$ cat config.mk
export PLATFORM = sky130hd
export DESIGN_NAME = pcsd_ctrl
export DESIGN_NICKNAME = d
export VERILOG_FILES = /design/src/rtl/pcsd_pkg.sv /design/src/rtl/pcsd_ctrl.sv
export SDC_FILE = /design/constraint.sdc
export NUM_CORES = 1
export LEC_CHECK = 0
export BUFFER_PORTS_ARGS = -buffer_cell sky130_fd_sc_hd__buf_2
export CAP_MARGIN = 0
export CORE_AREA = 2 2 39 41
export DETAILED_ROUTE_END_ITERATION = 10
export DIE_AREA = 0 0 41 43
export PLACE_DENSITY = 0.42
export SLEW_MARGIN = 15
export SYNTH_ARGS = -nofsm -noshare
export SYNTH_HDL_FRONTEND = slang
export SYNTH_SLANG_ARGS = --single-unit
$ cat constraint.sdc
create_clock -name clk -period 1.2 [get_ports clk]
set_clock_uncertainty 0.15 [all_clocks]
set_input_delay 0.06 -clock clk [delete_from_list [all_inputs] [get_ports clk]]
set_output_delay 0.06 -clock clk [all_outputs]
set_load 0.03 [all_outputs]
$ cat src/rtl/pcsd_pkg.sv
// ----------------------------------------------------------------------------
// pcsd_pkg
// Types and constants shared by the prefix code symbol decoder.
// ----------------------------------------------------------------------------
`default_nettype none

package pcsd_pkg;

	localparam int BYTE_BITS = 8;
	localparam int BITCNT_W  = 4;
	localparam int PIXCNT_W  = 25;
	localparam int PADDR_W   = 2;
	localparam int PDATA_W   = 32;

	localparam logic [PIXCNT_W-1:0] PIXCNT_RESET = 25'd65536;

	localparam logic FUNC_LOAD  = 1'b0;
	localparam logic FUNC_DATA  = 1'b1;
	localparam logic STATUS_OK  = 1'b0;
	localparam logic STATUS_ERR = 1'b1;

	localparam logic [PADDR_W-1:0] REG_PIXEL_COUNT = 2'd0;

	typedef enum logic [2:0] {
		ST_IDLE,
		ST_BIT,
		ST_SCAN,
		ST_REC,
		ST_FINISH
	} state_t;

	typedef struct packed {
		logic load;
		logic start;
		logic shift;
		logic scan;
		logic record;
		logic finish;
	} cmd_t;

	typedef struct packed {
		logic bits_left;
		logic full;
		logic hit;
		logic scan_end;
		logic err_len;
		logic can_record;
		logic can_finish;
	} stat_t;

endpackage

`default_nettype wire

$ cat src/rtl/pcsd_ctrl.sv
// ----------------------------------------------------------------------------
// pcsd_ctrl
// Sequencer: steps through the bits of a byte and the table scan per bit.
// ----------------------------------------------------------------------------
`default_nettype none

module pcsd_ctrl
	import pcsd_pkg::*;
(
	input  logic  clk,
	input  logic  arst_n,
	input  logic  in_valid,
	input  logic  in_func,
	output logic  in_ready,
	input  stat_t stat,
	output cmd_t  cmd
);

	state_t state_q;
	state_t state_d;

	always_ff @(posedge clk or negedge arst_n) begin
		if (!arst_n) begin
			state_q <= ST_IDLE;
		end else begin
			state_q <= state_d;
		end
	end

	always_comb begin
		state_d = state_q;
		unique case (state_q)
			ST_IDLE: begin
				if (in_valid && in_func == FUNC_DATA) state_d = ST_BIT;
			end
			ST_BIT: begin
				state_d = (stat.bits_left && !stat.full) ? ST_SCAN : ST_FINISH;
			end
			ST_SCAN: begin
				if (stat.hit) begin
					state_d = ST_REC;
				end else if (stat.scan_end) begin
					state_d = stat.err_len ? ST_REC : ST_BIT;
				end
			end
			ST_REC: begin
				if (stat.can_record) state_d = ST_BIT;
			end
			ST_FINISH: begin
				if (stat.can_finish) state_d = ST_IDLE;
			end
			default: state_d = ST_IDLE;
		endcase
	end

	always_comb begin
		in_ready   = (state_q == ST_IDLE);
		cmd        = '0;
		cmd.load   = (state_q == ST_IDLE) && in_valid && (in_func == FUNC_LOAD);
		cmd.start  = (state_q == ST_IDLE) && in_valid && (in_func == FUNC_DATA);
		cmd.shift  = (state_q == ST_BIT) && stat.bits_left && !stat.full;
		cmd.scan   = (state_q == ST_SCAN) && !stat.hit && !stat.scan_end;
		cmd.record = (state_q == ST_REC) && stat.can_record;
		cmd.finish = (state_q == ST_FINISH) && stat.can_finish;
	end

endmodule

`default_nettype wire

==> impl_metrics.json <==
{
  "grt_max_degree": 7,
  "fin_cells": 76,
  "swShare": 0.4123,
  "root_buffer": "clkbuf_4",
  "fp.dieArea_um2": 1763,
  "power.density_nw_per_um2": 2346,
  "status": "finished, violations left",
  "via_per_inst": 4.184,
  "grt_pass1_wl_mm": 1.145,
  "met1_usage": 0.1234,
  "port-buffer-count": 17,
  "synth_area_leader_cell": "dfrtp_1",
  "ys_top_cells_by_area": "dfrtp_1 32%, o21bai_4 8.1%, nor3_4 7.0%",
  "wl_per_cell_um": 11.05,
  "violations": "hold timing, setup timing",
  "setup_viol_count_final": 10,
  "end_kind": "output port",
  "p_leak_nw": 0.2767,
  "reg_top3": "state_q (3)",
  "cpMostUsedCell": "buf_4",
  "met3_usage": 0.07853,
  "netlist_instances": 25,
  "rows": 14,
  "rsz0062_at_grt": "true",
  "ys_ff_latch": 3,
  "largest_reg_flops": 3,
  "coreArea_um2": 1384,
  "finalWorstSetupSlack_ns": -0.3065,
  "overflow": 0,
  "combPwrFrac": 0.704,
  "grt_busiest_layer": "met2",
  "gp_congestion": 0.6558,
  "wl_um": 840,
  "peakVddDrop_mv": 1.377,
  "layout.nets": 72,
  "track_usage": 0.1017,
  "die_w_um": 41,
  "crit_fanout": 5,
  "avgSynthCellArea_um2": 9.309,
  "grt_pass1_vias": 299,
  "areaGrowthSynthToFinish_pct": 166.1,
  "synth_top_area_share": 0.3226,
  "critPathKind": "register to output port",
  "drc": 0,
  "min_period_over_period": 1.255,
  "finalCriticalPeriod_ns": 1.506,
  "hold_ws_ns": -0.005484,
  "p_sw_mw": 0.5991,
  "arrival_ns": 1.30,
  "cts_tree": "yes",
  "dp_slack_ns": -0.08397,
  "worst_pin_slew_ns": 0.2221,
  "max_clock_freq_ghz": 0.6638,
  "synth.net_count": 36,
  "p_int_mw": 0.8540,
  "path_cells": "buf_4 -> nor4_4 -> buf_4",
  "synth-seq-area-share": 0.3226,
  "antenna_found_initial": 0,
  "die_height_um": 43,
  "yosysUniqueCellTypes": 16,
  "slowest_delay_ns": 0.45,
  "ant_nets": 0,
  "dp_hpwl_um": 512.4,
  "ios": 18,
  "p_seq_frac": 0.169,
  "drv_slew": 0,
  "post-route-util": 0.4476,
  "start_util": 0.1682,
  "hold_path_class": "primary input to register",
  "drtPass1Iterations": 3,
  "finalHoldViolCount": 1,
  "clk_latency_ns": 0.24,
  "drive_above_1_share": 0.8667,
  "diodes": 0,
  "cts_buffer_depth": 2,
  "drtIter0Drc": 2,
  "cap_viol_max_count": 0,
  "p_clk_frac": 0.127,
  "largest-register": "state_q",
  "numClockSinks": 3,
  "clk_pin_slew_ns": 0.04,
  "cts-htree-levels": 1,
  "synth_area_um2": 232.7,
  "cts_inserted_buffers": 3,
  "crit_required_ns": 0.99,
  "synth_warnings": 0,
  "cp-start-kind": "register",
  "vias": 318,
  "slew_headroom": 0.8516,
  "slowest_stage": "dfrtp_2",
  "dp_cells": 61,
  "grt_use_met2": 0.1313,
  "p_total_mw": 1.453
}
==> per-layer routing <==
metal  up-vias  wire [um]
met1       148        296
li1        159          -
met2        11        475
met3         0         68
met5         -          0
met4         0          0
==> metrics by stage <==
stage                     hold slack, ns  setup TNS [ns]  area (um^2)
after floorplan                  -0.3856          -1.328        256.5
after global placement           -0.2881         -0.2498        384.1
after detailed placement         -0.2911         -0.3441        384.1
after CTS                       -0.01857          -1.461        531.8
after global routing            0.002696          -2.394        619.3
final                          -0.005484          -1.811        619.3
==> cell usage after synthesis, drive strengths merged <==
| library cell | instances |
|---|---|
| a2bb2oi | 1 |
| and3 | 1 |
| buf | 1 |
| dfrtp | 3 |
| nand2 | 3 |
| nand2b | 3 |
| nor2 | 4 |
| nor2b | 1 |
| nor3 | 3 |
| nor4 | 1 |
| nor4b | 1 |
| nor4bb | 1 |
| o21bai | 1 |
| o32ai | 1 |
==> critical path: cells and delay by family, from the launching register on <==
kind | cells | cell delay [ns]
flops | 1 | 0.45
buf+inv | 2 | 0.36
simple gates | 1 | 0.26
==> timing repair <==
item	4_1_cts	5_1_grt
setup buffers	4	5
hold buffers	2	0
hold endpoints to repair	4	0
pin swaps	3	3
gates cloned	0	0
setup endpoints to repair	9	9
resized for setup	20	11
==> cell usage in the layout (no fill, tap or decap), drive strengths merged <==
| cell type | synthesis | routed |
|---|---|---|
| nor4bb | 1 | 1 |
| o32ai | 1 | 1 |
| a2bb2oi | 1 | 1 |
| nor2 | 4 | 4 |
| nor2b | 1 | 1 |
| and3 | 1 | 1 |
| nand2 | 3 | 3 |
| buf | 1 | 30 |
| nor4 | 1 | 1 |
| clkbuf | 0 | 4 |
| nor4b | 1 | 1 |
| dlygate4sd3 | 0 | 2 |
| o21bai | 1 | 1 |
| nor3 | 3 | 3 |
| dfrtp | 3 | 3 |
| nand2b | 3 | 3 |
==> power by group through the flow <==
| stage | clock, mW | combinational (mW) | sequential [mW] |
|---|---|---|---|
| after floorplan | 0 | 0.424 | 0.213 |
| after global placement | 0 | 0.584 | 0.243 |
| after detailed placement | 0 | 0.579 | 0.243 |
| after CTS | 0.191 | 0.847 | 0.244 |
| after global routing | 0.208 | 1.09 | 0.250 |
| final | 0.185 | 1.02 | 0.245 |
==> final timing paths <==
path	endpoint	slack, ns	start	cells after the start
setup / recovery	cmd[2]	-0.31	state_q[0]$_DFFE_PN0P_	3
hold / removal	state_q[2]$_DFFE_PN0P_	-0.005	stat[0]	4
setup reg to reg	state_q[0]$_DFFE_PN0P_	-0.13	state_q[0]$_DFFE_PN0P_	4
hold reg to reg	state_q[1]$_DFFE_PN0P_	0.43	state_q[1]$_DFFE_PN0P_	1
max in group asynchronous	state_q[1]$_DFFE_PN0P_	0.77	arst_n	2
min in group asynchronous	state_q[0]$_DFFE_PN0P_	0	arst_n	2
==> area by class of cell <==
type                       instances  area [um^2]
clock buffer                       4        26.28
timing repair buffer              32        250.2
fill                             125        764.5
multi-input combinational         21        244.0
sequential                         3        78.83
tap                               16        20.02
==> kinds of logic (layout without fill, tap and decap cells) <==
kind of cell,Yosys count,after routing,synth area share
and+or+nand+nor,18,18,0.5000
AOI/OAI and AO/OA,3,3,0.1559
DFF,3,3,0.3226
buffers and inverters,1,36,0.02148
Power figures use the tool's default switching activity.
